`src/hdl/tps_pkg.sv`:
```
// ----------------------------------------------------------------------------
// tps_pkg: shared types and constants of the touch event to pointer scaler
// Event codes, register indexes, field widths and the divider status struct.
// ----------------------------------------------------------------------------
package tps_pkg;

	localparam int VALUE_WIDTH_DEF = 16;

	localparam int KIND_W   = 5;
	localparam int CODE_W   = 10;
	localparam int CAL_W    = 16;
	localparam int SCREEN_W = 13;
	localparam int CFG_IDX_W  = 3;
	localparam int CFG_DATA_W = 16;

	// span is the difference of two calibration values
	localparam int SPAN_W = CAL_W + 1;
	// quotient: 14 magnitude bits and one overflow bit
	localparam int QUO_W  = 15;
	localparam int MAG_W  = QUO_W - 1;
	localparam int CNT_W  = 4;
	// divisor shifted up to the top quotient bit
	localparam int DIVS_W = SPAN_W + QUO_W - 1;

	localparam logic [KIND_W-1:0] EV_SYNC = 5'd0;
	localparam logic [KIND_W-1:0] EV_KEY  = 5'd1;
	localparam logic [KIND_W-1:0] EV_ABS  = 5'd3;

	localparam logic [CODE_W-1:0] ABS_X     = 10'd0;
	localparam logic [CODE_W-1:0] ABS_Y     = 10'd1;
	localparam logic [CODE_W-1:0] KEY_TOUCH = 10'd330;

	localparam logic [CFG_IDX_W-1:0] REG_CAL_MIN_X = 3'd0;
	localparam logic [CFG_IDX_W-1:0] REG_CAL_MAX_X = 3'd1;
	localparam logic [CFG_IDX_W-1:0] REG_CAL_MIN_Y = 3'd2;
	localparam logic [CFG_IDX_W-1:0] REG_CAL_MAX_Y = 3'd3;
	localparam logic [CFG_IDX_W-1:0] REG_SCREEN_W  = 3'd4;
	localparam logic [CFG_IDX_W-1:0] REG_SCREEN_H  = 3'd5;

	localparam logic signed [CAL_W-1:0] CAL_MIN_RST = 16'sd0;
	localparam logic signed [CAL_W-1:0] CAL_MAX_RST = 16'sd4095;
	localparam logic [SCREEN_W-1:0] SCREEN_W_RST = 13'd320;
	localparam logic [SCREEN_W-1:0] SCREEN_H_RST = 13'd240;

	typedef struct packed {
		logic done;
		logic ovf;
	} div_stat_t;

endpackage

```
`src/hdl/tps_if.sv`:
```
// ----------------------------------------------------------------------------
// tps_if: channel interfaces of the touch event to pointer scaler
// Event input, pointer result and configuration write channels.
// ----------------------------------------------------------------------------
interface tps_event_if #(parameter int VALUE_WIDTH = tps_pkg::VALUE_WIDTH_DEF);
	logic                                valid;
	logic                                ready;
	logic [tps_pkg::KIND_W-1:0]          event_kind;
	logic [tps_pkg::CODE_W-1:0]          event_code;
	logic signed [VALUE_WIDTH-1:0]       event_value;

	modport source (output valid, event_kind, event_code, event_value, input ready);
	modport sink   (input valid, event_kind, event_code, event_value, output ready);
endinterface

interface tps_pointer_if;
	logic                           valid;
	logic                           ready;
	logic [tps_pkg::SCREEN_W-1:0]   pointer_x;
	logic [tps_pkg::SCREEN_W-1:0]   pointer_y;
	logic                           left_button;
	logic                           span_error;

	modport source (output valid, pointer_x, pointer_y, left_button, span_error,
		input ready);
	modport sink   (input valid, pointer_x, pointer_y, left_button, span_error,
		output ready);
endinterface

interface tps_cfg_if;
	logic                             valid;
	logic                             ready;
	logic [tps_pkg::CFG_IDX_W-1:0]    index;
	logic [tps_pkg::CFG_DATA_W-1:0]   data;

	modport source (output valid, index, data, input ready);
	modport sink   (input valid, index, data, output ready);
endinterface

```
`src/hdl/touch_event_to_pointer_scaler.sv`:
```
// ----------------------------------------------------------------------------
// touch_event_to_pointer_scaler: touchscreen events to pointer positions
// Latches raw X, Y and touch state; on sync scales both axes to the screen.
// ----------------------------------------------------------------------------
// Channels: evt takes one event item (kind, code, value) per handshake; ptr
// gives one pointer item for every sync event; cfg writes the calibration
// and screen registers by index (cfg.ready is always high, unknown indexes
// are dropped). Write cfg only while no sync item is in flight.
// Axis and key events are taken one per cycle while the block is idle and
// give no result. A sync event runs both axes through one multiplier and
// one shared restoring divider, one quotient bit per cycle: per axis a
// multiply step, a load step, 15 divide steps and a finish step that
// stores the axis result. After a sync item is accepted, evt.ready stays
// low until its result is in the output register, so no new item is taken
// while it is in flight; the pace is set by the divider's bit-serial loop.
// The output register holds a result while ptr.ready is low; the next events
// are still taken, and a following sync waits for the register before it
// finishes. Reset clears the latched values, the touch state and the output
// valid, and restores the default calibration (0..4095) and 320x240 screen.
// ----------------------------------------------------------------------------
module touch_event_to_pointer_scaler #(
	parameter int VALUE_WIDTH = tps_pkg::VALUE_WIDTH_DEF
) (
	input  logic             clk,
	input  logic             arst_n,
	tps_event_if.sink        evt,
	tps_pointer_if.source    ptr,
	tps_cfg_if.sink          cfg
);

	localparam int AW = (VALUE_WIDTH > tps_pkg::CAL_W) ? VALUE_WIDTH : tps_pkg::CAL_W;
	localparam int DW = AW + 1;
	localparam int PW = DW + tps_pkg::SCREEN_W + 1;
	localparam int RW = (PW > tps_pkg::DIVS_W) ? PW : tps_pkg::DIVS_W;
	localparam int SW = tps_pkg::SCREEN_W;

	localparam logic [2:0] S_IDLE = 3'd0;
	localparam logic [2:0] S_MUL  = 3'd1;
	localparam logic [2:0] S_LOAD = 3'd2;
	localparam logic [2:0] S_DIV  = 3'd3;
	localparam logic [2:0] S_OUT  = 3'd4;

	logic [2:0] state_q;
	logic       axis_q;

	logic signed [tps_pkg::CAL_W-1:0] cal_min_x_q, cal_max_x_q, cal_min_y_q, cal_max_y_q;
	logic [SW-1:0]                    screen_w_q, screen_h_q;
	logic signed [VALUE_WIDTH-1:0]    latched_x_q, latched_y_q;
	logic                             touch_q;

	logic signed [PW-1:0]             prod_q;
	logic [tps_pkg::SPAN_W-1:0]       span_mag_q;
	logic                             span_neg_q;
	logic                             zero_q;
	logic                             qneg_q;
	logic [SW-1:0]                    res_x_q, res_y_q;
	logic                             err_q;

	logic                             out_valid_q;
	logic [SW-1:0]                    out_x_q, out_y_q;
	logic                             out_btn_q, out_err_q;

	logic                             accept;
	logic                             out_load;
	logic signed [tps_pkg::CAL_W-1:0] cal_min_sel, cal_max_sel;
	logic signed [VALUE_WIDTH-1:0]    latch_sel;
	logic [SW-1:0]                    screen_sel;
	logic signed [DW-1:0]             diff;
	logic signed [tps_pkg::SPAN_W-1:0] span;
	logic signed [PW-1:0]             prod;
	logic [PW-1:0]                    prod_mag;
	logic                             div_start;
	tps_pkg::div_stat_t               div_stat;
	logic [tps_pkg::MAG_W-1:0]        quo;
	logic                             big;
	logic [SW-1:0]                    axis_res;

	assign evt.ready = (state_q == S_IDLE);
	assign accept    = evt.valid && evt.ready;
	assign cfg.ready = 1'b1;
	assign out_load  = (state_q == S_OUT) && (!out_valid_q || ptr.ready);

	// configuration registers
	always_ff @(posedge clk or negedge arst_n) begin
		if (!arst_n) begin
			cal_min_x_q <= tps_pkg::CAL_MIN_RST;
			cal_max_x_q <= tps_pkg::CAL_MAX_RST;
			cal_min_y_q <= tps_pkg::CAL_MIN_RST;
			cal_max_y_q <= tps_pkg::CAL_MAX_RST;
			screen_w_q  <= tps_pkg::SCREEN_W_RST;
			screen_h_q  <= tps_pkg::SCREEN_H_RST;
		end else if (cfg.valid) begin
			unique case (cfg.index)
				tps_pkg::REG_CAL_MIN_X: cal_min_x_q <= $signed(cfg.data);
				tps_pkg::REG_CAL_MAX_X: cal_max_x_q <= $signed(cfg.data);
				tps_pkg::REG_CAL_MIN_Y: cal_min_y_q <= $signed(cfg.data);
				tps_pkg::REG_CAL_MAX_Y: cal_max_y_q <= $signed(cfg.data);
				tps_pkg::REG_SCREEN_W:  screen_w_q  <= cfg.data[SW-1:0];
				tps_pkg::REG_SCREEN_H:  screen_h_q  <= cfg.data[SW-1:0];
				default: ;
			endcase
		end
	end

	// latched touch state
	always_ff @(posedge clk or negedge arst_n) begin
		if (!arst_n) begin
			latched_x_q <= '0;
			latched_y_q <= '0;
			touch_q     <= 1'b0;
		end else if (accept) begin
			if (evt.event_kind == tps_pkg::EV_ABS) begin
				if (evt.event_code == tps_pkg::ABS_X) begin
					latched_x_q <= evt.event_value;
				end else if (evt.event_code == tps_pkg::ABS_Y) begin
					latched_y_q <= evt.event_value;
				end
			end else if (evt.event_kind == tps_pkg::EV_KEY) begin
				if (evt.event_code == tps_pkg::KEY_TOUCH) begin
					touch_q <= (evt.event_value != '0);
				end
			end
		end
	end

	// axis operand selection and the shared multiplier
	assign cal_min_sel = axis_q ? cal_min_y_q : cal_min_x_q;
	assign cal_max_sel = axis_q ? cal_max_y_q : cal_max_x_q;
	assign latch_sel   = axis_q ? latched_y_q : latched_x_q;
	assign screen_sel  = axis_q ? screen_h_q  : screen_w_q;

	assign diff = DW'(latch_sel) - DW'(cal_min_sel);
	assign span = tps_pkg::SPAN_W'(cal_max_sel) - tps_pkg::SPAN_W'(cal_min_sel);
	assign prod = PW'(diff) * PW'($signed({1'b0, screen_sel}));

	assign prod_mag  = prod_q[PW-1] ? PW'(~prod_q + 1'b1) : PW'(prod_q);
	assign div_start = (state_q == S_LOAD);

	tps_div #(
		.RW (RW)
	) u_div (
		.clk      (clk),
		.arst_n   (arst_n),
		.start    (div_start),
		.dividend (RW'(prod_mag)),
		.divisor  (span_mag_q),
		.stat     (div_stat),
		.quotient (quo)
	);

	// clamp the truncated quotient to 0..screen, invert for Y
	assign big = div_stat.ovf || (quo > tps_pkg::MAG_W'(screen_sel));

	always_comb begin
		if (zero_q) begin
			axis_res = '0;
		end else if (!axis_q) begin
			priority if (qneg_q) axis_res = '0;
			else if (big)        axis_res = screen_sel;
			else                 axis_res = quo[SW-1:0];
		end else begin
			priority if (qneg_q) axis_res = screen_sel;
			else if (big)        axis_res = '0;
			else                 axis_res = screen_sel - quo[SW-1:0];
		end
	end

	// sequencer
	always_ff @(posedge clk or negedge arst_n) begin
		if (!arst_n) begin
			state_q <= S_IDLE;
			axis_q  <= 1'b0;
		end else begin
			unique case (state_q)
				S_IDLE: begin
					if (accept && evt.event_kind == tps_pkg::EV_SYNC) begin
						axis_q  <= 1'b0;
						state_q <= S_MUL;
					end
				end
				S_MUL:  state_q <= S_LOAD;
				S_LOAD: state_q <= S_DIV;
				S_DIV: begin
					if (div_stat.done) begin
						if (!axis_q) begin
							axis_q  <= 1'b1;
							state_q <= S_MUL;
						end else begin
							state_q <= S_OUT;
						end
					end
				end
				S_OUT: begin
					if (out_load) begin
						state_q <= S_IDLE;
					end
				end
				default: state_q <= S_IDLE;
			endcase
		end
	end

	// datapath registers
	always_ff @(posedge clk) begin
		if (accept) begin
			err_q <= 1'b0;
		end
		if (state_q == S_MUL) begin
			prod_q     <= prod;
			span_neg_q <= span[tps_pkg::SPAN_W-1];
			span_mag_q <= span[tps_pkg::SPAN_W-1] ? tps_pkg::SPAN_W'(-span)
			                                      : tps_pkg::SPAN_W'(span);
			zero_q     <= (span == '0);
		end
		if (state_q == S_LOAD) begin
			qneg_q <= prod_q[PW-1] ^ span_neg_q;
		end
		if (state_q == S_DIV && div_stat.done) begin
			if (!axis_q) begin
				res_x_q <= axis_res;
			end else begin
				res_y_q <= axis_res;
			end
			if (zero_q) begin
				err_q <= 1'b1;
			end
		end
	end

	// output register
	always_ff @(posedge clk or negedge arst_n) begin
		if (!arst_n) begin
			out_valid_q <= 1'b0;
		end else if (out_load) begin
			out_valid_q <= 1'b1;
		end else if (ptr.ready) begin
			out_valid_q <= 1'b0;
		end
	end

	always_ff @(posedge clk) begin
		if (out_load) begin
			out_x_q   <= res_x_q;
			out_y_q   <= res_y_q;
			out_btn_q <= touch_q;
			out_err_q <= err_q;
		end
	end

	assign ptr.valid       = out_valid_q;
	assign ptr.pointer_x   = out_x_q;
	assign ptr.pointer_y   = out_y_q;
	assign ptr.left_button = out_btn_q;
	assign ptr.span_error  = out_err_q;

endmodule

```
`src/hdl/tps_div.sv`:
```
// ----------------------------------------------------------------------------
// tps_div: iterative restoring divider
// One quotient bit per cycle, top bit flags a quotient beyond the magnitude.
// ----------------------------------------------------------------------------
module tps_div #(
	parameter int RW = tps_pkg::DIVS_W
) (
	input  logic                          clk,
	input  logic                          arst_n,
	input  logic                          start,
	input  logic [RW-1:0]                 dividend,
	input  logic [tps_pkg::SPAN_W-1:0]    divisor,
	output tps_pkg::div_stat_t            stat,
	output logic [tps_pkg::MAG_W-1:0]     quotient
);

	logic [RW-1:0]                 rem_q;
	logic [RW-1:0]                 dvs_q;
	logic [tps_pkg::QUO_W-1:0]     quo_q;
	logic [tps_pkg::CNT_W-1:0]     cnt_q;
	logic                          busy_q;
	logic                          done_q;
	logic                          ge;

	assign ge = rem_q >= dvs_q;

	always_ff @(posedge clk or negedge arst_n) begin
		if (!arst_n) begin
			busy_q <= 1'b0;
			done_q <= 1'b0;
			cnt_q  <= '0;
		end else begin
			done_q <= 1'b0;
			if (start) begin
				busy_q <= 1'b1;
				cnt_q  <= tps_pkg::CNT_W'(tps_pkg::QUO_W - 1);
			end else if (busy_q) begin
				if (cnt_q == '0) begin
					busy_q <= 1'b0;
					done_q <= 1'b1;
				end else begin
					cnt_q <= cnt_q - 1'b1;
				end
			end
		end
	end

	always_ff @(posedge clk) begin
		if (start) begin
			rem_q <= dividend;
			dvs_q <= RW'({divisor, {(tps_pkg::QUO_W-1){1'b0}}});
		end else if (busy_q) begin
			if (ge) begin
				rem_q <= rem_q - dvs_q;
			end
			quo_q <= {quo_q[tps_pkg::QUO_W-2:0], ge};
			dvs_q <= dvs_q >> 1;
		end
	end

	assign stat.done = done_q;
	assign stat.ovf  = quo_q[tps_pkg::QUO_W-1];
	assign quotient  = quo_q[tps_pkg::MAG_W-1:0];

endmodule

```
`src/flat_wrapper.sv`:
```
// flat-port wrapper written by rule: the top's interface ports become plain ports
module touch_event_to_pointer_scaler_flat 
#(
	parameter int VALUE_WIDTH = tps_pkg::VALUE_WIDTH_DEF
)
  (clk, arst_n, evt_valid, evt_event_kind, evt_event_code, evt_event_value, evt_ready, ptr_valid, ptr_pointer_x, ptr_pointer_y, ptr_left_button, ptr_span_error, ptr_ready, cfg_valid, cfg_index, cfg_data, cfg_ready);
  tps_event_if #(.VALUE_WIDTH(VALUE_WIDTH)) evt_i ();
  tps_pointer_if ptr_i ();
  tps_cfg_if cfg_i ();
  input  logic clk;
  input  logic arst_n;
  input wire logic [$bits(evt_i.valid)-1:0] evt_valid;
  input wire logic [$bits(evt_i.event_kind)-1:0] evt_event_kind;
  input wire logic [$bits(evt_i.event_code)-1:0] evt_event_code;
  input wire logic [$bits(evt_i.event_value)-1:0] evt_event_value;
  output wire logic [$bits(evt_i.ready)-1:0] evt_ready;
  output wire logic [$bits(ptr_i.valid)-1:0] ptr_valid;
  output wire logic [$bits(ptr_i.pointer_x)-1:0] ptr_pointer_x;
  output wire logic [$bits(ptr_i.pointer_y)-1:0] ptr_pointer_y;
  output wire logic [$bits(ptr_i.left_button)-1:0] ptr_left_button;
  output wire logic [$bits(ptr_i.span_error)-1:0] ptr_span_error;
  input wire logic [$bits(ptr_i.ready)-1:0] ptr_ready;
  input wire logic [$bits(cfg_i.valid)-1:0] cfg_valid;
  input wire logic [$bits(cfg_i.index)-1:0] cfg_index;
  input wire logic [$bits(cfg_i.data)-1:0] cfg_data;
  output wire logic [$bits(cfg_i.ready)-1:0] cfg_ready;
  assign evt_i.valid = evt_valid;
  assign evt_i.event_kind = evt_event_kind;
  assign evt_i.event_code = evt_event_code;
  assign evt_i.event_value = evt_event_value;
  assign evt_ready = evt_i.ready;
  assign ptr_valid = ptr_i.valid;
  assign ptr_pointer_x = ptr_i.pointer_x;
  assign ptr_pointer_y = ptr_i.pointer_y;
  assign ptr_left_button = ptr_i.left_button;
  assign ptr_span_error = ptr_i.span_error;
  assign ptr_i.ready = ptr_ready;
  assign cfg_i.valid = cfg_valid;
  assign cfg_i.index = cfg_index;
  assign cfg_i.data = cfg_data;
  assign cfg_ready = cfg_i.ready;
  touch_event_to_pointer_scaler #(.VALUE_WIDTH(VALUE_WIDTH)) u_core (.clk(clk), .arst_n(arst_n), .evt(evt_i), .ptr(ptr_i), .cfg(cfg_i));
endmodule
```
`config.mk`:
```
export PLATFORM = sky130hd
export DESIGN_NAME = touch_event_to_pointer_scaler_flat
export DESIGN_NICKNAME = d
export VERILOG_FILES = /design/src/hdl/tps_pkg.sv /design/src/hdl/tps_if.sv /design/src/hdl/touch_event_to_pointer_scaler.sv /design/src/hdl/tps_div.sv /design/src/flat_wrapper.sv
export SDC_FILE = /design/constraint.sdc
export NUM_CORES = 1
export LEC_CHECK = 0
export ABC_AREA = 1
export BUFFER_PORTS_ARGS = -buffer_cell sky130_fd_sc_hd__clkbuf_2
export CAP_MARGIN = 15
export CORE_MARGIN = 4
export CORE_UTILIZATION = 45
export CTS_BUF_LIST = sky130_fd_sc_hd__clkbuf_16
export CTS_CLUSTER_SIZE = 40
export DETAILED_ROUTE_END_ITERATION = 7
export PLACE_DENSITY = 0.64
export SKIP_CTS_REPAIR_TIMING = 1
export SLEW_MARGIN = 10
export SYNTH_ARGS = -nofsm -noshare
export SYNTH_HDL_FRONTEND = slang
export SYNTH_SLANG_ARGS = --single-unit
```
`constraint.sdc`:
```
create_clock -name clk -period 8.7 [get_ports clk]
set_input_delay 1.305 -clock clk [delete_from_list [all_inputs] [get_ports clk]]
set_output_delay 1.305 -clock clk [all_outputs]
set_load 0.01 [all_outputs]
```
==> metrics.csv, run 1 <==
stage;metric;value;unit
yosys;syn_nets;3721;
yosys;yosys_warnings;0;
critical_path;max_stage_delay;600;ps
yosys;ys_dominant_reg_cell;edfxtp_1;
timing;fmaxAchievable;124;MHz
yosys;ys_ff_latch;317;
critical_path;crit_family;adder cells;
critical_path;crit_type;reg -> reg;
clock_network;path_clk_slew;60;ps
min_path;min_to;u_core.ptr.pointer_x[12];
placed_design;place.gp.congestion;0.958;
clock_network;cts_sinks;317;
critical_path;r2r_cells;26;
critical_path;crit_path_max_fanout;9;
clock_network;htreeDepth;2;
die;die_x;252;um
timing;fin_crit_sh;93.1;%
critical_path;regToRegSetupSlack;600;ps
yosys;yosys.area.top_type_share;18.8;%
routing;vias_per_cell;5.27;
clock_network;numCtsBuffers;37;
critical_path;start_kind;flip-flop;
critical_path;cp_slowest_cell;mux2i_1;
timing;grt_setup_unrepaired;no;
grt;first_global_vias;21800;
yosys;yosysMostFrequentCell;nand2_1;
die;design.die.area;63500;um2
grt;grt_usage;23.3;%
critical_path;cp_num_buf_inv;6;
critical_path;worstSetupEndpointType;flip-flop;
finish;final-seq-area;8740;um2
grt;grt_overflow;0;
critical_path;cp.depth;26;
die;core;59000;um2
finish;nets;3811;
yosys;yosysSeqAreaShare;32.6;%
critical_path;r2r_end;u_core.prod_q[20];
grt;antenna_found_initial;0;
clock_network;root_buffer;clkbuf_16;
critical_path;r2r_start;u_core.axis_q;
min_path;hp-start;u_core.res_x_q[12];
die;pin_count;86;
grt;grt_pass1_wl;118000;um
routing;drc;0;
clock_network;clk_latency;580;ps
outcome;status;finished, final reports clean;
finish;multiInputGateArea;15600;um2
yosys;netlist_top_cells_count;729 x nand2_1, 559 x inv_1, 300 x nor2_1, 264 x o21ai_0, 217 x fa_1;
routing;drtPass1Iterations;6;
timing;slew_viol_final;0;
placed_design;dp_hpwl;57800;um
timing;slew_headroom;21.6;%
timing;fin_setup_tns;0;ps
min_path;whs_path_depth;0;
die;start_util;45.4;%
yosys;syn_inst;3281;
routing;vias;22000;
flow_run;cap_violations;0;
clock_network;cts_tree;done;
finish;nFillCells;5756;
critical_path;critPathArrivalTime;8450;ps
min_path;hp-class;reg -> reg;
yosys;syn_area_per_cell;8.16;um2
yosys;synth_edf_count;168;
timing;fin_worst_skew;24.4;ps
yosys;synthTopCellsByArea;edfxtp_1 19%, fa_1 16%, nand2_1 10%, dfrtp_1 9.7%, ha_1 7.8%;
placed_design;port_buffers;84;
timing;hold_violations;0;
yosys;netlist.top_cell.by_area;edfxtp_1;
yosys;synth_area;26800;um2
critical_path;crit_path_frequent_cell;fa_1;
yosys;synth_cell_types;58;
routing;wl_per_cell;17.4;um
routing;dr.first_iter.drc_count;1904;
finish;n_antenna_cell;0;
routing;antenna_left;0;
grt;grt_max_degree;81;
routing;routed_wl;72700;um
finish;drive_gt1_share;8.50;%
timing;fin_hold_ws;417;ps
critical_path;crit_required;9050;ps
yosys;synthArstFlopShare;42.3;%
die;die_h;252;um
finish;syn_to_final_growth;10.0;%
clock_network;cts_buffer_depth;3;
timing;tightest_slew;1170;ps
timing;setup_viol;0;
die;core.rowCount;89;
timing;period_needed;8100;ps
==> state kept, by name (all words and copies together) (netlist names), 3 cells and up <==
signal / cells
u_core.prod_q: 31
u_core.u_div.dvs_q: 31
u_core.u_div.rem_q: 31
u_core.span_mag_q: 17
u_core.cal_max_x_q: 16
u_core.cal_max_y_q: 16
u_core.cal_min_x_q: 16
u_core.cal_min_y_q: 16
u_core.latched_x_q: 16
u_core.latched_y_q: 16
u_core.u_div.quo_q: 15
u_core.ptr.pointer_x: 13
u_core.ptr.pointer_y: 13
u_core.res_x_q: 13
u_core.res_y_q: 13
u_core.screen_h_q: 13
u_core.screen_w_q: 13
u_core.u_div.cnt_q: 4
u_core.state_q: 3
==> worst max path at each step <==
stage	startpoint	to	slack [ps]
6_report	u_core.axis_q	u_core.prod_q[20]	600
5_1_grt	u_core.axis_q	u_core.prod_q[26]	10
4_1_cts	u_core.axis_q	u_core.prod_q[29]	490
3_5_place_dp	u_core.axis_q	u_core.prod_q[29]	530
3_3_place_gp	u_core.axis_q	u_core.prod_q[30]	720
2_1_floorplan	u_core.axis_q	u_core.prod_q[30]	800
==> routing by layer <==
metal,wire [um],vias up,track usage [%]
met5,0,-,0
met4,1740,0,6.12
met3,4880,108,3.96
met2,32900,627,37.5
met1,33200,10500,32.9
li1,-,10700,-
==> metrics by stage <==
step	worst slack [ps]	utilization, %	instance area (um2)	instances
floorplan	800	-	26800	3281
global placement	716	47.9	28200	4103
detailed placement	533	47.9	28200	4103
CTS	488	49.9	29400	4171
global route	11.4	49.9	29500	4173
finish	603	49.9	29500	4173
==> layout by cell type (no fill, tap or decap), types with 14 or more instances in the layout <==
cell	count
nand2_1	729
inv_1	570
nor2_1	297
o21ai_0	261
fa_1	216
ha_1	168
edfxtp_1	168
nand3_1	159
a21oi_1	155
dfrtp_1	103
clkbuf_2	83
buf_4	46
xor2_1	39
clkbuf_16	37
or2_2	31
nand4_1	30
dfstp_2	30
nor3_1	27
xnor2_1	24
o21ai_1	17
a21o_1	16
mux2i_1	16
dfxtp_1	15
a22oi_1	14
==> cell type report <==
type | count | area share [%]
clock buffer | 37 | 3.14
clock inverter | 31 | 0.845
inverter | 571 | 7.28
multi-input combinational | 2311 | 53.0
sequential | 317 | 29.6
tap | 773 | 3.28
timing repair buffer | 133 | 2.80
==> cell families after synthesis <==
family / Yosys count / share of synthesized area [%]
AO/OA/AOI/OAI: 517 / 10.5
multiplexers: 17 / 0.635
adder cells (fa/ha/maj): 385 / 24.1
flip-flops: 317 / 32.6
XOR/XNOR: 66 / 2.24
AND/OR/NAND/NOR: 1325 / 20.7
buffers and inverters: 653 / 9.24
other: 1 / 0.0140
Power of run 1 is left out: the tool's default activity adds up to more than one toggle a clock period on the data nets, which glitch-free logic cannot reach.
==> run 2, diff against run 1 <==
--- a/config.mk
+++ b/config.mk
@@ -9,11 +9,11 @@
 export BUFFER_PORTS_ARGS = -buffer_cell sky130_fd_sc_hd__clkbuf_2
 export CAP_MARGIN = 15
 export CORE_MARGIN = 4
-export CORE_UTILIZATION = 45
+export CORE_UTILIZATION = 51
 export CTS_BUF_LIST = sky130_fd_sc_hd__clkbuf_16
 export CTS_CLUSTER_SIZE = 40
 export DETAILED_ROUTE_END_ITERATION = 7
-export PLACE_DENSITY = 0.64
+export PLACE_DENSITY = 0.7
 export SKIP_CTS_REPAIR_TIMING = 1
 export SLEW_MARGIN = 10
 export SYNTH_ARGS = -nofsm -noshare
==> run 2 against run 1 <==
  * Die area fell by 11%
  * Cell area fell by 0.46%
  * Non-clock buffer count shrank 3
  * Sequential share of layout area increased by 0.14 points
  * Critical endpoint is now u_core.prod_q[25]
  * Cell count shrank 2.3%
  * Clock-buffer cell count up 1
  * First-iteration DRC count rose by 12%
==> metrics.csv, run 2 (same netlist as run 1, synthesis figures left out) <==
stage;metric;value;unit;change
critical_path;r2r_start;u_core.axis_q;;
routing;routed_wl;71500;um;-1.6%
timing;setup_viol;0;;unchanged
clock_network;cts_sinks;317;;unchanged
timing;fin_worst_skew;33.3;ps;+8.91 ps
finish;final_cell_mix;729 x nand2_1, 563 x inv_1, 297 x nor2_1;;
critical_path;crit_family;adder cells;;
critical_path;cp_slowest_cell;fa_1;;
clock_network;root_buffer;clkbuf_16;;
critical_path;crit_path_frequent_cell;fa_1;;
critical_path;crit_path_max_fanout;19;;+10
timing;period_needed;8180;ps;+79.9 ps
die;design.die.area;56300;um2;-11%
critical_path;cp_num_buf_inv;4;;-2
placed_design;port_buffers;84;;unchanged
outcome;status;finished, final reports clean;;
finish;fin_cells;4078;;-2.3%
routing;vias;22300;;+1.3%
grt;grt_max_degree;71;;-12%
finish;nets;3808;;-0.079%
critical_path;crit_type;reg -> reg;;
placed_design;placed_area;28100;um2;-0.66%
finish;final_common_cell;nand2_1;;
placed_design;place.gp.congestion;0.947;;-1.2%
critical_path;crit_end;u_core.prod_q[25];;
timing;fin_crit_sh;94.0;%;+0.92 points
critical_path;r2r_cells;28;;+7.7%
grt;antenna_found_initial;2;;+2
die;start_util;51.9;%;+6.5 points
clock_network;numCtsBuffers;37;;unchanged
die;die_h;237;um;-5.9%
timing;fin_setup_tns;0;ps;unchanged
critical_path;cp.depth;28;;+7.7%
routing;drtPass1Iterations;6;;unchanged
critical_path;max_stage_delay;590;ps;about the same
clock_network;htreeDepth;2;;unchanged
die;die_x;237;um;-5.9%
grt;grt_usage;25.7;%;+2.4 points
grt;first_global_vias;21900;;+0.38%
die;core.rowCount;83;;-6.7%
flow_run;cap_violations;0;;unchanged
clock_network;clk_latency;570;ps;about the same
critical_path;regToRegSetupSlack;520;ps;-80 ps
clock_network;cts_tree;done;;
placed_design;dp.cells;4003;;-2.4%
routing;dr.first_iter.drc_count;2126;;+12%
placed_design;dp_hpwl;56200;um;-2.8%
finish;final-seq-area;8740;um2;unchanged
routing;vias_per_cell;5.46;;+3.7%
finish;multiInputGateArea;15600;um2;about the same
timing;fmaxAchievable;122;MHz;-0.98%
finish;syn_to_final_growth;9.51;%;
timing;slew_viol_final;0;;unchanged
grt;grt_pass1_wl;116000;um;-1.1%
routing;antenna_left;0;;unchanged
critical_path;r2r_end;u_core.prod_q[25];;
timing;grt_setup_unrepaired;no;;
finish;drive_gt1_share;8.51;%;about the same
die;core;51600;um2;-13%
timing;hold_violations;0;;unchanged
timing;tightest_slew;1170;ps;+0.933 ps
finish;postLayoutCellArea;29300;um2;-0.46%
timing;fin_hold_ws;415;ps;-1.74 ps
routing;wl_per_cell;17.5;um;+0.66%
critical_path;crit_required;8990;ps;-60 ps
critical_path;worstSetupEndpointType;flip-flop;;
grt;grt_overflow;0;;unchanged
critical_path;startpoint;u_core.axis_q;;
finish;nFillCells;4714;;-18%
clock_network;path_clk_slew;60;ps;about the same
routing;drc;0;;unchanged
timing;slew_headroom;21.8;%;+0.24 points
finish;top_regs;u_core.prod_q x31, u_core.u_div.dvs_q x31, u_core.u_div.rem_q x31;;
min_path;hp-class;reg -> reg;;
critical_path;start_kind;flip-flop;;
critical_path;critPathArrivalTime;8470;ps;+20 ps
die;pin_count;86;;unchanged
clock_network;cts_buffer_depth;3;;unchanged
run 2: worst min-delay path by stage:
stage,end,slack (ps),startpoint,cells after the start
floorplan,u_core.ptr.pointer_x[0],400,u_core.res_x_q[0],0
global placement,u_core.ptr.pointer_x[1],400,u_core.res_x_q[1],0
detailed placement,u_core.ptr.pointer_y[11],400,u_core.res_y_q[11],0
CTS,u_core.ptr.pointer_y[11],420,u_core.res_y_q[11],0
global route,u_core.ptr.pointer_y[12],430,u_core.res_y_q[12],0
finish,u_core.ptr.pointer_y[11],410,u_core.res_y_q[11],0
run 2: layout make-up:
class                           instances  area share, %
Tap cell                              680           2.90
Antenna cell                            1        0.00853
Sequential cell                       317           29.8
Timing Repair Buffer                  130           2.67
Multi-Input combinational cell       2311           53.3
Clock inverter                         30          0.789
Inverter                              571           7.32
Clock buffer                           38           3.24
run 2: layer usage:
layer | vias to the layer above | global-route usage [%] | routed length, um
li1 | 10700 | - | -
met1 | 10700 | 36.1 | 31500
met2 | 756 | 41.4 | 32600
met3 | 118 | 4.81 | 5640
met4 | 2 | 6.46 | 1720
met5 | - | 0 | 10
run 2: metrics by stage:
step / util [%] / setup slack (ps)
2_1_floorplan: - / 800
3_3_place_gp: 54.4 / 327
3_5_place_dp: 54.4 / 379
4_1_cts: 56.7 / 320
5_1_grt: 56.8 / 38.3
6_report: 56.8 / 524
Power of run 2 is left out for the same reason.
